--- config.mk ---
export PLATFORM = sky130hd
export DESIGN_NAME = edit_distance_nearest_match_top
export DESIGN_NICKNAME = d
export VERILOG_FILES = /design/src/edn_pkg.sv /design/src/edn_front.sv /design/src/edn_div.sv /design/src/edn_back.sv /design/src/edit_distance_nearest_match_top.sv
export SDC_FILE = /design/constraint.sdc
export NUM_CORES = 2
export LEC_CHECK = 0
export BUFFER_PORTS_ARGS = -buffer_cell sky130_fd_sc_hd__buf_4
export CAP_MARGIN = 20
export CELL_PAD_IN_SITES_DETAIL_PLACEMENT = 0
export CELL_PAD_IN_SITES_GLOBAL_PLACEMENT = 1
export CORE_UTILIZATION = 48
export DETAILED_ROUTE_END_ITERATION = 8
export PLACE_DENSITY_LB_ADDON = 0.05
export REMOVE_ABC_BUFFERS = 1
export SETUP_SLACK_MARGIN = 0.3
export SYNTH_ARGS = -nofsm -noshare
export SYNTH_HDL_FRONTEND = slang
export SYNTH_SLANG_ARGS = --single-unit
--- constraint.sdc ---
create_clock -name i_clk -period 6.46 [get_ports i_clk]
set_input_delay 0 -clock i_clk [delete_from_list [all_inputs] [get_ports i_clk]]
set_output_delay 0 -clock i_clk [all_outputs]
set_load 0.03 [all_outputs]
--- src/edn_pkg.sv ---
// shared types and codes for the edit distance nearest match block
package edn_pkg;

    localparam int SIM_W = 17;
    localparam int IDX_W = 16;
    localparam int DIST_W = 7;

    localparam logic [1:0] CMD_QUERY  = 2'd0;
    localparam logic [1:0] CMD_CAND   = 2'd1;
    localparam logic [1:0] CMD_EMPTY  = 2'd2;
    localparam logic [1:0] CMD_FINISH = 2'd3;

    localparam logic KIND_SCORE  = 1'b0;
    localparam logic KIND_REPORT = 1'b1;

    typedef struct packed {
        logic [1:0] command;
        logic [7:0] char_value;
        logic       last;
    } t_item;

endpackage

--- src/edn_front.sv ---
// input side: accepts words and holds them in a two-entry queue
module edn_front (
    input  logic          i_clk,
    input  logic          i_rst_n,
    input  logic          i_valid,
    output logic          o_stall,
    input  edn_pkg::t_item i_word,
    output logic          o_valid,
    output edn_pkg::t_item o_word,
    input  logic          i_pop
);
    edn_pkg::t_item r_mem [2];
    logic           r_wp;
    logic           r_rp;
    logic [1:0]     r_cnt;
    logic           push;
    logic           pop;

    assign o_stall = (r_cnt == 2'd2);
    assign o_valid = (r_cnt != 2'd0);
    assign o_word  = r_mem[r_rp];
    assign push    = i_valid && !o_stall;
    assign pop     = i_pop && o_valid;

    always_ff @(posedge i_clk) begin
        if (push) begin
            r_mem[r_wp] <= i_word;
        end
    end

    always_ff @(posedge i_clk) begin
        if (!i_rst_n) begin
            r_wp  <= 1'b0;
            r_rp  <= 1'b0;
            r_cnt <= 2'd0;
        end else begin
            if (push) begin
                r_wp <= ~r_wp;
            end
            if (pop) begin
                r_rp <= ~r_rp;
            end
            r_cnt <= r_cnt + {1'b0, push} - {1'b0, pop};
        end
    end
endmodule

--- src/edn_div.sv ---
// restoring divider, one quotient bit per cycle
module edn_div #(
    parameter int NW = 23,
    parameter int DW = 7
) (
    input  logic          i_clk,
    input  logic          i_rst_n,
    input  logic          i_start,
    input  logic [NW-1:0] i_num,
    input  logic [DW-1:0] i_den,
    output logic          o_done,
    output logic [NW-1:0] o_quot
);
    localparam int CW = $clog2(NW + 1);

    logic [NW-1:0] r_num;
    logic [DW-1:0] r_rem;
    logic [DW-1:0] r_den;
    logic [CW-1:0] r_cnt;
    logic          r_busy;
    logic          r_done;
    logic [DW:0]   trial;
    logic          ge;

    assign trial  = {r_rem, r_num[NW-1]};
    assign ge     = trial >= {1'b0, r_den};
    assign o_done = r_done;
    assign o_quot = r_num;

    always_ff @(posedge i_clk) begin
        if (i_start) begin
            r_num <= i_num;
            r_rem <= '0;
            r_den <= i_den;
        end else if (r_busy) begin
            r_rem <= ge ? DW'(trial - {1'b0, r_den}) : DW'(trial);
            r_num <= {r_num[NW-2:0], ge};
        end
    end

    always_ff @(posedge i_clk) begin
        if (!i_rst_n) begin
            r_busy <= 1'b0;
            r_done <= 1'b0;
            r_cnt  <= '0;
        end else begin
            r_done <= 1'b0;
            if (i_start) begin
                r_busy <= 1'b1;
                r_cnt  <= CW'(NW);
            end else if (r_busy) begin
                r_cnt <= r_cnt - 1'b1;
                if (r_cnt == CW'(1)) begin
                    r_busy <= 1'b0;
                    r_done <= 1'b1;
                end
            end
        end
    end
endmodule

--- src/edn_back.sv ---
// execution side: query store, cost row walk, scoring and best tracking
module edn_back #(
    parameter int MAX_LEN = 64,
    parameter int LW      = 7,
    parameter int QAW     = 6
) (
    input  logic                         i_clk,
    input  logic                         i_rst_n,
    input  logic                         i_item_valid,
    input  edn_pkg::t_item               i_item,
    output logic                         o_pop,
    input  logic [edn_pkg::SIM_W-1:0]    i_threshold,
    input  logic                         i_out_stall,
    output logic                         o_out_valid,
    output logic                         o_result_kind,
    output logic [edn_pkg::DIST_W-1:0]   o_edit_distance,
    output logic [edn_pkg::SIM_W-1:0]    o_similarity,
    output logic [edn_pkg::IDX_W-1:0]    o_candidate_index,
    output logic [edn_pkg::IDX_W-1:0]    o_best_index,
    output logic [edn_pkg::SIM_W-1:0]    o_top_similarity,
    output logic                         o_match_found,
    output logic                         o_truncated
);
    localparam int NW = LW + 16;
    localparam logic [2:0] S_IDLE  = 3'd0;
    localparam logic [2:0] S_RD    = 3'd1;
    localparam logic [2:0] S_CALC  = 3'd2;
    localparam logic [2:0] S_SCORE = 3'd3;
    localparam logic [2:0] S_DIV   = 3'd4;
    localparam logic [2:0] S_PUT   = 3'd5;

    logic [7:0]    r_qmem [MAX_LEN];
    logic [LW-1:0] r_rmem [MAX_LEN];
    logic [7:0]    r_qrd;
    logic [LW-1:0] r_rrd;

    logic [2:0]    r_state;
    logic [2:0]    n_state;
    logic [LW-1:0] r_qlen;
    logic [LW-1:0] r_clen;
    logic [LW-1:0] r_pos;
    logic [LW-1:0] r_row0;
    logic [LW-1:0] r_left;
    logic [LW-1:0] r_corner;
    logic          r_first;
    logic [7:0]    r_ch;
    logic          r_last;
    logic          r_closed;
    logic          r_ovf;
    logic [edn_pkg::IDX_W-1:0] r_count;
    logic [edn_pkg::IDX_W-1:0] r_best_pos;
    logic [edn_pkg::SIM_W-1:0] r_best;
    logic [LW-1:0] r_dist;
    logic [LW-1:0] r_long;

    logic          r_ov;
    logic          r_o_kind;
    logic [LW-1:0] r_o_dist;
    logic [edn_pkg::SIM_W-1:0] r_o_sim;
    logic [edn_pkg::IDX_W-1:0] r_o_idx;
    logic [edn_pkg::IDX_W-1:0] r_o_bidx;
    logic [edn_pkg::SIM_W-1:0] r_o_bsim;
    logic          r_o_match;
    logic          r_o_trunc;

    logic          take;
    logic          out_free;
    logic          put_score;
    logic          put_report;
    logic [LW-1:0] upper;
    logic [LW-1:0] lo;
    logic [LW-1:0] cost_new;
    logic [LW-1:0] sc_dist;
    logic [LW-1:0] sc_long;
    logic          div_start;
    logic          div_done;
    logic [NW-1:0] div_q;
    logic [edn_pkg::SIM_W-1:0] sim;
    logic [QAW-1:0] rd_addr;

    assign out_free   = !r_ov || !i_out_stall;
    // a held result only blocks finish words here; a score waits for the output in S_PUT
    assign take       = (r_state == S_IDLE) && i_item_valid
                        && (i_item.command != edn_pkg::CMD_FINISH || out_free);
    assign put_report = take && (i_item.command == edn_pkg::CMD_FINISH);
    assign put_score  = (r_state == S_PUT) && out_free;
    assign o_pop      = take;
    assign rd_addr    = QAW'(r_pos - 1'b1);

    // cell update of the cost row
    always_comb begin
        upper = r_first ? r_pos : r_rrd;
        lo    = (upper < r_corner) ? upper : r_corner;
        if (r_left < lo) begin
            lo = r_left;
        end
        cost_new = (r_qrd == r_ch) ? r_corner : lo + 1'b1;
    end

    always_comb begin
        if (r_qlen == '0) begin
            sc_dist = r_clen;
        end else if (r_clen == '0) begin
            sc_dist = r_qlen;
        end else begin
            sc_dist = r_left;
        end
        sc_long = (r_qlen > r_clen) ? r_qlen : r_clen;
    end

    assign div_start = (r_state == S_SCORE);
    assign sim = (r_long == '0) ? '0 : div_q[edn_pkg::SIM_W-1:0];

    edn_div #(.NW(NW), .DW(LW)) u_div (
        .i_clk  (i_clk),
        .i_rst_n(i_rst_n),
        .i_start(div_start),
        .i_num  ({sc_long - sc_dist, 16'd0}),
        .i_den  (sc_long),
        .o_done (div_done),
        .o_quot (div_q)
    );

    always_ff @(posedge i_clk) begin
        if (take && i_item.command == edn_pkg::CMD_QUERY && !r_closed
            && r_qlen < LW'(MAX_LEN)) begin
            r_qmem[QAW'(r_qlen)] <= i_item.char_value;
        end else if (take && i_item.command == edn_pkg::CMD_QUERY && r_closed) begin
            r_qmem[QAW'(0)] <= i_item.char_value;
        end
        if (r_state == S_CALC) begin
            r_rmem[rd_addr] <= cost_new;
        end
        if (r_state == S_RD) begin
            r_qrd <= r_qmem[rd_addr];
            r_rrd <= r_rmem[rd_addr];
        end
    end

    always_comb begin
        n_state = r_state;
        unique case (r_state)
            S_IDLE: begin
                if (take) begin
                    unique case (i_item.command)
                        edn_pkg::CMD_QUERY:  n_state = S_IDLE;
                        edn_pkg::CMD_CAND: begin
                            if (r_clen < LW'(MAX_LEN) && r_qlen != '0) begin
                                n_state = S_RD;
                            end else if (i_item.last) begin
                                n_state = S_SCORE;
                            end
                        end
                        edn_pkg::CMD_EMPTY:  n_state = S_SCORE;
                        edn_pkg::CMD_FINISH: n_state = S_IDLE;
                        default:             n_state = S_IDLE;
                    endcase
                end
            end
            S_RD:   n_state = S_CALC;
            S_CALC: begin
                if (r_pos == r_qlen) begin
                    n_state = r_last ? S_SCORE : S_IDLE;
                end else begin
                    n_state = S_RD;
                end
            end
            S_SCORE: n_state = S_DIV;
            S_DIV:   n_state = div_done ? S_PUT : S_DIV;
            S_PUT:   n_state = out_free ? S_IDLE : S_PUT;
            default: n_state = S_IDLE;
        endcase
    end

    always_ff @(posedge i_clk) begin
        if (!i_rst_n) begin
            r_state    <= S_IDLE;
            r_qlen     <= '0;
            r_clen     <= '0;
            r_count    <= '0;
            r_best     <= '0;
            r_best_pos <= '0;
            r_ovf      <= 1'b0;
            r_closed   <= 1'b1;
            r_ov       <= 1'b0;
        end else begin
            r_state <= n_state;
            if (put_report || put_score) begin
                r_ov <= 1'b1;
            end else if (!i_out_stall) begin
                r_ov <= 1'b0;
            end
            if (take) begin
                r_ch   <= i_item.char_value;
                r_last <= i_item.last;
                if (i_item.command != edn_pkg::CMD_QUERY) begin
                    r_closed <= 1'b1;
                end
                unique case (i_item.command)
                    edn_pkg::CMD_QUERY: begin
                        r_closed <= 1'b0;
                        if (r_closed) begin
                            r_qlen     <= LW'(1);
                            r_clen     <= '0;
                            r_count    <= '0;
                            r_best     <= '0;
                            r_best_pos <= '0;
                            r_ovf      <= 1'b0;
                        end else if (r_qlen < LW'(MAX_LEN)) begin
                            r_qlen <= r_qlen + 1'b1;
                        end else begin
                            r_ovf <= 1'b1;
                        end
                    end
                    edn_pkg::CMD_CAND: begin
                        if (r_clen < LW'(MAX_LEN)) begin
                            // column zero of the new row is the candidate length
                            r_left   <= r_clen + 1'b1;
                            r_row0   <= r_clen + 1'b1;
                            r_corner <= (r_clen == '0) ? '0 : r_row0;
                            r_first  <= (r_clen == '0);
                            r_clen   <= r_clen + 1'b1;
                            r_pos    <= LW'(1);
                        end else begin
                            r_ovf <= 1'b1;
                        end
                    end
                    edn_pkg::CMD_EMPTY: begin
                        r_clen <= '0;
                    end
                    edn_pkg::CMD_FINISH: begin
                        r_clen    <= '0;
                        r_o_kind  <= edn_pkg::KIND_REPORT;
                        r_o_dist  <= '0;
                        r_o_sim   <= '0;
                        r_o_idx   <= r_count;
                        r_o_bidx  <= r_best_pos;
                        r_o_bsim  <= r_best;
                        r_o_match <= (r_qlen != '0) && (r_best > i_threshold);
                        r_o_trunc <= r_ovf;
                    end
                    default: ;
                endcase
            end
            if (r_state == S_CALC) begin
                r_left   <= cost_new;
                r_corner <= upper;
                r_pos    <= r_pos + 1'b1;
            end
            if (r_state == S_SCORE) begin
                r_dist <= sc_dist;
                r_long <= sc_long;
            end
            if (put_score) begin
                r_o_kind  <= edn_pkg::KIND_SCORE;
                r_o_dist  <= r_dist;
                r_o_sim   <= sim;
                r_o_idx   <= r_count;
                r_o_match <= 1'b0;
                r_o_trunc <= r_ovf;
                if (sim > r_best) begin
                    r_best     <= sim;
                    r_best_pos <= r_count;
                    r_o_bidx   <= r_count;
                    r_o_bsim   <= sim;
                end else begin
                    r_o_bidx <= r_best_pos;
                    r_o_bsim <= r_best;
                end
                r_count <= r_count + 1'b1;
                r_clen  <= '0;
            end
        end
    end

    assign o_out_valid       = r_ov;
    assign o_result_kind     = r_o_kind;
    assign o_edit_distance   = edn_pkg::DIST_W'(r_o_dist);
    assign o_similarity      = r_o_sim;
    assign o_candidate_index = r_o_idx;
    assign o_best_index      = r_o_bidx;
    assign o_top_similarity  = r_o_bsim;
    assign o_match_found     = r_o_match;
    assign o_truncated       = r_o_trunc;
endmodule

--- src/edit_distance_nearest_match_top.sv ---
// top level of the edit distance nearest match block
// Query bytes are stored as they reach the back end. A candidate byte walks
// the cost row one query position at a time (memory read, then cell update).
// Closing a candidate adds a restoring divide (S_SCORE, S_DIV, then S_PUT). A
// result waits in an output register until taken; the back end keeps working
// behind it and only stops when it has a second result ready. A two-word queue
// in front lets input words arrive while the back end is busy.
module edit_distance_nearest_match_top #(
    parameter int MAX_LEN = 64
) (
    input  logic        i_clk,
    input  logic        i_rst_n,
    input  logic        i_in_valid,
    output logic        o_in_stall,
    input  logic [1:0]  i_command,
    input  logic [7:0]  i_char_value,
    input  logic        i_last,
    output logic        o_out_valid,
    input  logic        i_out_stall,
    output logic        o_result_kind,
    output logic [6:0]  o_edit_distance,
    output logic [16:0] o_similarity,
    output logic [15:0] o_candidate_index,
    output logic [15:0] o_best_index,
    output logic [16:0] o_top_similarity,
    output logic        o_match_found,
    output logic        o_truncated,
    input  logic        i_cfg_we,
    input  logic [16:0] i_cfg_data
);
    localparam int LW  = $clog2(MAX_LEN + 1);
    localparam int QAW = (MAX_LEN > 1) ? $clog2(MAX_LEN) : 1;

    logic [16:0]    r_threshold;
    edn_pkg::t_item in_word;
    edn_pkg::t_item q_word;
    logic           q_valid;
    logic           q_pop;

    always_ff @(posedge i_clk) begin
        if (!i_rst_n) begin
            r_threshold <= '0;
        end else if (i_cfg_we) begin
            r_threshold <= i_cfg_data;
        end
    end

    assign in_word.command    = i_command;
    assign in_word.char_value = i_char_value;
    assign in_word.last       = i_last;

    edn_front u_front (
        .i_clk  (i_clk),
        .i_rst_n(i_rst_n),
        .i_valid(i_in_valid),
        .o_stall(o_in_stall),
        .i_word (in_word),
        .o_valid(q_valid),
        .o_word (q_word),
        .i_pop  (q_pop)
    );

    edn_back #(.MAX_LEN(MAX_LEN), .LW(LW), .QAW(QAW)) u_back (
        .i_clk            (i_clk),
        .i_rst_n          (i_rst_n),
        .i_item_valid     (q_valid),
        .i_item           (q_word),
        .o_pop            (q_pop),
        .i_threshold      (r_threshold),
        .i_out_stall      (i_out_stall),
        .o_out_valid      (o_out_valid),
        .o_result_kind    (o_result_kind),
        .o_edit_distance  (o_edit_distance),
        .o_similarity     (o_similarity),
        .o_candidate_index(o_candidate_index),
        .o_best_index     (o_best_index),
        .o_top_similarity (o_top_similarity),
        .o_match_found    (o_match_found),
        .o_truncated      (o_truncated)
    );

    a_report_zero: assert property (@(posedge i_clk) disable iff (!i_rst_n)
        o_out_valid && o_result_kind == edn_pkg::KIND_REPORT
        |-> o_edit_distance == '0 && o_similarity == '0)
        else $error("report carries a distance or similarity");

    a_match_thr: assert property (@(posedge i_clk) disable iff (!i_rst_n)
        o_out_valid && o_match_found |-> o_top_similarity > r_threshold)
        else $error("match flagged below threshold");

    a_score_best: assert property (@(posedge i_clk) disable iff (!i_rst_n)
        o_out_valid && o_result_kind == edn_pkg::KIND_SCORE
        |-> o_top_similarity >= o_similarity && !o_match_found)
        else $error("best similarity below current score");
endmodule

# After elaboration in Yosys (flattened, before gate mapping)
# Memories as Yosys holds them, arrays and structs flattened. A register that Yosys moved wholly into a read port is not among the register bits.
# Cells that the tools add are included.
# W data, S select, Z words.
[word_totals] word_cells=242 ramBits=982 out_inout_bits=78 n_memories=3 register_bits=262 input_bits=33
[classes] n_addsub=11 bitwise=4 n_eq_ne=20 reduce_logical=55 order_cmp=8 n_mux=103
[memory_table] memory="u_back.r_qmem" depth=64 word_bits=8 read_ports=1 rd_clocked_by_memory_dff=1 write_ports=1 line="edn_back.sv:32" text="logic [7:0] r_qmem [MAX_LEN];"
[memory_table] memory="u_back.r_rmem" depth=64 word_bits=7 read_ports=1 rd_clocked_by_memory_dff=1 write_ports=1 line="edn_back.sv:33" text="logic [LW-1:0] r_rmem [MAX_LEN];"
[memory_table] memory="u_front.r_mem" depth=2 word_bits=11 read_ports=1 rd_clocked_by_memory_dff=1 write_ports=1 line="edn_front.sv:12" text="edn_pkg::t_item r_mem [2];"
[op_table] operator="$mux W16" n=16
[op_table] operator="$mux W17" n=13
[op_table] operator="$mux W7" n=27
[op_table] operator="$mux W23" n=2
[op_table] operator="$gt A17 B17 Y1" n=2
[op_table] operator="$mux W1" n=31
[op_table] operator="$add A7 B1 Y7 const B" n=4
[op_table] operator="$reduce_bool A2 Y1" n=13
[op_table] operator="$logic_not A7 Y1" n=3
[op_table] operator="$pmux W7 S3" n=1
[op_table] operator="$pmux W3 S6" n=1
[op_table] operator="$add A16 B1 Y16 const B" n=1
[op_table] operator="$mux W3" n=5
[op_table] operator="$lt A7 B7 Y1" n=2
[op_table] operator="$lt A7 B7 Y1 const B" n=2
[op_table] operator="$sub A7 B7 Y7" n=2
[op_table] operator="$logic_and A1 B1 Y1" n=12
[op_table] operator="$reduce_and A3 Y1" n=4
[op_table] operator="$reduce_and A4 Y1" n=3
[op_table] operator="$mux W5" n=2
[op_table] operator="$pmux W3 S3" n=1
[op_table] operator="$eq A8 B8 Y1" n=1
[op_table] operator="$ge A8 B7 Y1" n=1
[op_table] operator="$mux W8" n=1
[op_table] operator="other kinds (29)" n=51

# Longest topological paths before layout
[depth] ltp_word=11 depth_mapped=23 ltp_nobuf=21

# Modules after synthesis
# From an unflattened synthesis, not the netlist that was laid out.
[hier_totals] cells_unflattened=3661 area_unflattened_um2=52391.5
[by_module_without_submodules] mod="edn_back" area_each_um2=48502.8 instances=1 seq_area_each_um2=34503.1 cells_each=3360
[by_module_without_submodules] mod="edn_div" area_each_um2=2207.1 instances=1 seq_area_each_um2=1181.1 cells_each=186
[by_module_without_submodules] mod="edn_front" area_each_um2=1029.7 instances=1 seq_area_each_um2=760.7 cells_each=61
[by_module_without_submodules] mod="edit_distance_nearest_match_top" area_each_um2=651.9 instances=1 seq_area_each_um2=340.3 cells_each=54

# Worst setup path before layout
# No wires, ideal clock.
[synth_timing] kind="register -> register" startpoint="register u_back.r_pos[1]" endpoint="memory u_back.r_rmem[0][3] (data pin)" t_arrival_ps=5926 t_required_ps=5896 path_buffers=1 stages_incl_launch_ff=19 period_less_slack_ps=6490 setup_ps=564 path_slack_ps=-30 cell_sequence="edfxtp_1 -> mux2i_1 -> inv_1 -> ha_1 -> o21ai_0 -> a221oi_4 -> nor2_1 -> clkbuf_1 -> nor2_1 -> a21oi_1 -> ha_1 -> a21oi_1 -> o21ai_0 -> or2_2 -> a31oi_2 -> nand3_1 -> xor2_1 -> mux2_2 -> mux2i_1"
[synth_via] elab_chain_cells=7
[synth_lines] element="start, declared" line="edn_back.sv:41" text="logic [LW-1:0] r_pos;"
[synth_lines] element="start signal, assigned" line="edn_back.sv:248" text="r_pos <= r_pos + 1'b1;"
[synth_lines] element="$mux W7 *" line="edn_back.sv:92" text="upper = r_first ? r_pos : r_rrd;"
[synth_lines] element="$lt A7 B7 Y1" line="edn_back.sv:93" text="lo = (upper < r_corner) ? upper : r_corner;"
[synth_lines] element="$mux W7 *" line="edn_back.sv:93"
[synth_lines] element="$lt A7 B7 Y1" line="edn_back.sv:94" text="if (r_left < lo) begin"
[synth_lines] element="$mux W7 *" line="edn_back.sv:94"
[synth_lines] element="$add A7 B1 Y7 *" line="edn_back.sv:97" text="cost_new = (r_qrd == r_ch) ? r_corner : lo + 1'b1;"
[synth_lines] element="$mux W7 *" line="edn_back.sv:97"
[synth_lines] element="via u_back.cost_new[3]" line="edn_back.sv:72" text="logic [LW-1:0] cost_new;"
[synth_lines] element="end, declared" line="edn_back.sv:33"
# Mark *: on every way through the listed nets, which the timed path passes. The rest lies on a longest branch.

# Worst setup path in the final report
[layout_timing] startpoint="register u_back.r_first" endpoint="memory u_back.r_rmem[43][6] (data pin)"
[layout_via] elab_chain_cells=7
[layout_lines] element="start, declared" line="edn_back.sv:45" text="logic r_first;"
[layout_lines] element="start signal, assigned" line="edn_back.sv:221" text="r_first <= (r_clen == '0);"
[layout_lines] element="$mux W7 *" line="edn_back.sv:92"
[layout_lines] element="$lt A7 B7 Y1" line="edn_back.sv:93"
[layout_lines] element="$mux W7 *" line="edn_back.sv:93"
[layout_lines] element="$lt A7 B7 Y1" line="edn_back.sv:94"
[layout_lines] element="$mux W7 *" line="edn_back.sv:94"
[layout_lines] element="$add A7 B1 Y7 *" line="edn_back.sv:97"
[layout_lines] element="$mux W7 *" line="edn_back.sv:97"
[layout_lines] element="via u_back.cost_new[6]" line="edn_back.sv:72"
# Marks and branches as above.

==> impl_metrics.toml <==
[outcome]
run_status = "complete, no violations"

[setup_path]
reg2reg_setup_slack_ns = 0.82
critPathArrivalTime_ns = 6.09
worst_r2r_start = "u_back.r_first$_DFFE_PP_"
required_time_at_the_worst_slack_endpoint_ns = 6.91
worst_r2r_path_depth = 22
critical_path.reg2reg.endpoint = "u_back.r_rmem[43][6]$_DFFE_PP_"
worst-path-max-fanout = 64
cp-end-kind = "flip-flop"
worst_setup_path_start_kind = "flip-flop"
path_class = "flip-flop to flip-flop"

[die]
fp-row-count = 120
boundaryPins = 111
floorplan.die.height_um = 332.1
die_x_um = 332.1
area_of_the_core_um2 = 107500
die_area_um2 = 110300
starting_utilization_of_the_core_area_pct = 48.65

[yosys]
async_flop_share_pct = 0
postSynthAreaPerCell_um2 = 14.46
synth.top_cells.by_area = "sky130_fd_sc_hd__edfxtp_1 (65%), sky130_fd_sc_hd__dfxtp_1 (4.6%), sky130_fd_sc_hd__mux2i_1 (3.6%), sky130_fd_sc_hd__mux4_2 (2.4%), sky130_fd_sc_hd__nor2_1 (2.4%)"
seq_area_frac_synth_pct = 70.03
synthesis.instances = 3617
fraction_of_the_mapped_netlist_area_in_simple_logic_gates_pct = 7.862
synth_top_flop_cell = "sky130_fd_sc_hd__edfxtp_1"
netlist_area_um2 = 52300
synth_seq_cells = 1260
yosys.area.top_type_share_pct = 65.40
synth-compound-area-share_pct = 8.235
synthesis.yosys.warnings = 0
synth_edf_count = 1139
synth_adder_area_share_pct = 2.014
synth_xor_area_share_pct = 1.127
post_synth_num_cell_types = 77
synth_top_cell_by_area = "sky130_fd_sc_hd__edfxtp_1"
proportion_of_synthesized_area_in_mux_cells_pct = 8.235
synth_top_family_by_area = "compound AO/OA/AOI/OAI gates"

[timing]
hold-worst-slack_ns = 0.1694
tightestPinTransition_ns = 1.114
number_of_max_slew_violations_in_the_final_report = 0
period_needed_ns = 5.643
final-setup-viol-count = 0
clock_skew_ns = 0.02047
hold_viol = 0
max-slew-margin-rel_pct = 25.48
period_share_pct = 87.35
setup_repair_after_global_routing_missed_its_margin = "false"
fmaxAchievable_ghz = 0.1772

[detailed_routing]
detail_route.drc_violations = 0
drtAntennaViolNets = 0
route.detailed.vias_per_inst = 6.063
vias_after_detailed_routing = 32270
route.final.wire_length_um = 146800
route.detailed.wl_per_inst_um = 27.57
detailedRoute.firstPassIterationCount = 8
drt_iter0_drc = 3307

[clock_network]
cts_sinks = 1260
worstSkewPairLatency_ns = 0.74
cts_htree_levels = 4
root_buffer = "sky130_fd_sc_hd__clkbuf_16"
clk_path_buf_depth = 3
tritoncts = "built"
clkTransAtPathRegs_ns = 0.06
num_cts_buffers = 136

[placement]
dp_cells = 5016
place.port_buffers = 110
place.gp.congestion = 0.8504
hpwl_after_detailed_placement_um = 91250

[worst_hold_path]
min_from = "i_out_stall"
min-delay-path-class = "input port to flip-flop"
min_delay_path_depth = 4
timing.hold.worst_endpoint = "u_back.o_out_valid$_SDFFE_PN0P_"

[grt]
grt_start_max_net_pins = 105
number_of_antenna_violations_at_the_first_check_in_global_routing = 2
grtUsageMet1_pct = 35.93
global_route.usage.met3_pct = 4.426
number_of_global_route_vias_before_repair = 32210
globalRouteMet2Util_pct = 43.67
track_usage_pct = 26.47
grt_pass1_wl_um = 216000
busiest_layer = "met2"
grt_overflow_total = 0

[power_and_ir_drop]
power_leakage_nw = 20.45
power_density_nw_per_um2 = 407.8
total_power_mw = 24.49
power.ir.vdd_worst_mv = 0.3332

[cells_and_area]
area.growth.synth_to_final_pct = 14.85
final_nets = 3933
layout-drive-gt1-share_pct = 15.56
finalNonFillerCells = 5323
num_antenna_cells = 0
final.fill_count = 8641
post-route-util_pct = 55.87

[run]
cap_violations = 0
[cell type report]
class	instances	area [um^2]	share of cell area, %
clock buffers	176	3731	6.212
multi-input cells	2047	14570	24.25
repair buffers	279	2394	3.985
well taps	1403	1755	2.923
flip-flops and latches	1260	36630	60.98
clock inverters	65	645.6	1.075
inverters	93	349.1	0.5812
[power by group]
group / switching [mW] / internal [mW]
Combinational: 4.29 / 1.73
Sequential: 0.166 / 10.6
Clock: 3.17 / 4.52
Total: 7.62 / 16.9
[how the worst max path moves through the flow]
stage                                              from                        endpoint  slack (ns)  cells past startpoint
after floorplan           u_back.r_pos[0]$_SDFFCE_PN1P_       u_back.r_qrd[3]$_DFFE_PP_      -10.73                      8
after global placement         u_back.r_first$_DFFE_PP_  u_back.r_rmem[29][3]$_DFFE_PP_        0.70                     19
after detailed placement       u_back.r_first$_DFFE_PP_  u_back.r_rmem[25][3]$_DFFE_PP_        0.66                     19
after CTS                      u_back.r_first$_DFFE_PP_  u_back.r_rmem[24][3]$_DFFE_PP_        0.64                     19
after global routing           u_back.r_first$_DFFE_PP_  u_back.r_rmem[41][6]$_DFFE_PP_        0.31                     21
final                          u_back.r_first$_DFFE_PP_  u_back.r_rmem[43][6]$_DFFE_PP_        0.82                     22
[layer usage]
metal,wire [um],vias to the layer above
met3,10360,263
li1,-,14260
met4,3898,4
met5,27,-
met1,61320,16480
met2,71160,1264
[sequential cells by signal, indices dropped and copies added, names as in the netlist, 17 cells and up, named ones only]
| name | flops |
|---|---|
| u_back.r_qmem | 512 |
| u_back.r_rmem | 448 |
| u_back.u_div.o_quot | 23 |
| u_front.r_mem | 22 |
| r_threshold | 17 |
| u_back.o_similarity | 17 |
| u_back.o_top_similarity | 17 |
| u_back.r_best | 17 |
[placed cells by master (no fill, tap or decap), types with 92 or more instances in the layout]
cell type,Yosys,routed
sky130_fd_sc_hd__edfxtp_1,1139,1139
sky130_fd_sc_hd__nor2_1,328,318
sky130_fd_sc_hd__nand2_1,259,258
sky130_fd_sc_hd__a21oi_1,216,214
sky130_fd_sc_hd__buf_4,17,206
sky130_fd_sc_hd__mux2i_1,187,186
sky130_fd_sc_hd__clkbuf_16,0,142
sky130_fd_sc_hd__dfxtp_1,121,121
sky130_fd_sc_hd__nand3_1,115,115
sky130_fd_sc_hd__mux2_2,103,99
sky130_fd_sc_hd__o21ai_0,94,92
[through the flow]
| stage | cell area [um^2] | setup WS (ns) | setup TNS, ns |
|---|---|---|---|
| after global routing | 60070 | 0.3112 | 0 |
| after CTS | 59980 | 0.6405 | 0 |
| final | 60070 | 0.8175 | 0 |
| after global placement | 55010 | 0.6998 | 0 |
| after floorplan | 51340 | -10.73 | -5074.37 |
| after detailed placement | 55010 | 0.6602 | 0 |
[critical path, cell delays in order, from the launching register on]
cell	delay [ns]
sky130_fd_sc_hd__edfxtp_1	0.54
sky130_fd_sc_hd__mux2_2	0.43
sky130_fd_sc_hd__ha_1	0.31
sky130_fd_sc_hd__a21oi_1	0.08
sky130_fd_sc_hd__o21ai_0	0.60
sky130_fd_sc_hd__nor2_2	0.15
sky130_fd_sc_hd__buf_4	0.21
sky130_fd_sc_hd__nor2_1	0.09
sky130_fd_sc_hd__a21oi_1	0.08
sky130_fd_sc_hd__ha_1	0.32
sky130_fd_sc_hd__nand2_1	0.07
sky130_fd_sc_hd__nor2_1	0.18
sky130_fd_sc_hd__o31ai_1	0.11
sky130_fd_sc_hd__o21ai_2	0.38
sky130_fd_sc_hd__mux2i_1	0.27
sky130_fd_sc_hd__inv_1	0.07
sky130_fd_sc_hd__ha_1	0.28
sky130_fd_sc_hd__and4_1	0.23
sky130_fd_sc_hd__nand2_1	0.08
sky130_fd_sc_hd__xor2_1	0.17
sky130_fd_sc_hd__mux2i_1	0.12
sky130_fd_sc_hd__mux2_2	0.33
sky130_fd_sc_hd__buf_12	0.19
[cell families after synthesis]
family                     count (synthesis)
adders and majority gates                 83
and+or+nand+nor                          907
AOI/OAI and AO/OA                        646
xor gates and xnor gates                  63
buffers and inverters                    311
DFF                                     1260
muxes                                    347
[what timing repair did]
item	in CTS	in global routing
setup buffers	0	0
hold buffers	60	0
gates resized for setup	0	3
endpoints found under the setup margin	0	128
endpoints found under the hold margin	108	0
[synth_stat cells (6+ instances only)]
library cell / instances
sky130_fd_sc_hd__a21oi_1: 216
sky130_fd_sc_hd__nand4_1: 19
sky130_fd_sc_hd__a22oi_1: 41
sky130_fd_sc_hd__mux2_2: 103
sky130_fd_sc_hd__and4_1: 7
sky130_fd_sc_hd__buf_4: 17
sky130_fd_sc_hd__o211ai_1: 11
sky130_fd_sc_hd__and2_1: 49
sky130_fd_sc_hd__nand2b_1: 10
sky130_fd_sc_hd__a311o_1: 8
sky130_fd_sc_hd__dfxtp_1: 121
sky130_fd_sc_hd__nor2_1: 328
sky130_fd_sc_hd__xnor2_1: 28
sky130_fd_sc_hd__nand2_1: 259
sky130_fd_sc_hd__or4_1: 7
sky130_fd_sc_hd__a221oi_1: 68
sky130_fd_sc_hd__inv_1: 92
sky130_fd_sc_hd__o22ai_1: 26
sky130_fd_sc_hd__a22o_1: 11
sky130_fd_sc_hd__a222oi_1: 41
sky130_fd_sc_hd__a31oi_1: 32
sky130_fd_sc_hd__o21a_1: 19
sky130_fd_sc_hd__nor2b_1: 12
sky130_fd_sc_hd__nor3b_1: 7
sky130_fd_sc_hd__nor3_1: 25
sky130_fd_sc_hd__ha_1: 81
sky130_fd_sc_hd__and3_1: 34
sky130_fd_sc_hd__nor4_1: 13
sky130_fd_sc_hd__a211oi_1: 11
sky130_fd_sc_hd__edfxtp_1: 1139
sky130_fd_sc_hd__buf_2: 59
sky130_fd_sc_hd__clkbuf_1: 122
sky130_fd_sc_hd__a221o_1: 6
sky130_fd_sc_hd__buf_1: 20
sky130_fd_sc_hd__nand3_1: 115
sky130_fd_sc_hd__xor2_1: 33
sky130_fd_sc_hd__o21ai_0: 94
sky130_fd_sc_hd__a21o_1: 17
sky130_fd_sc_hd__mux4_2: 56
sky130_fd_sc_hd__mux2i_1: 187
(Power assumes the default switching activity.)
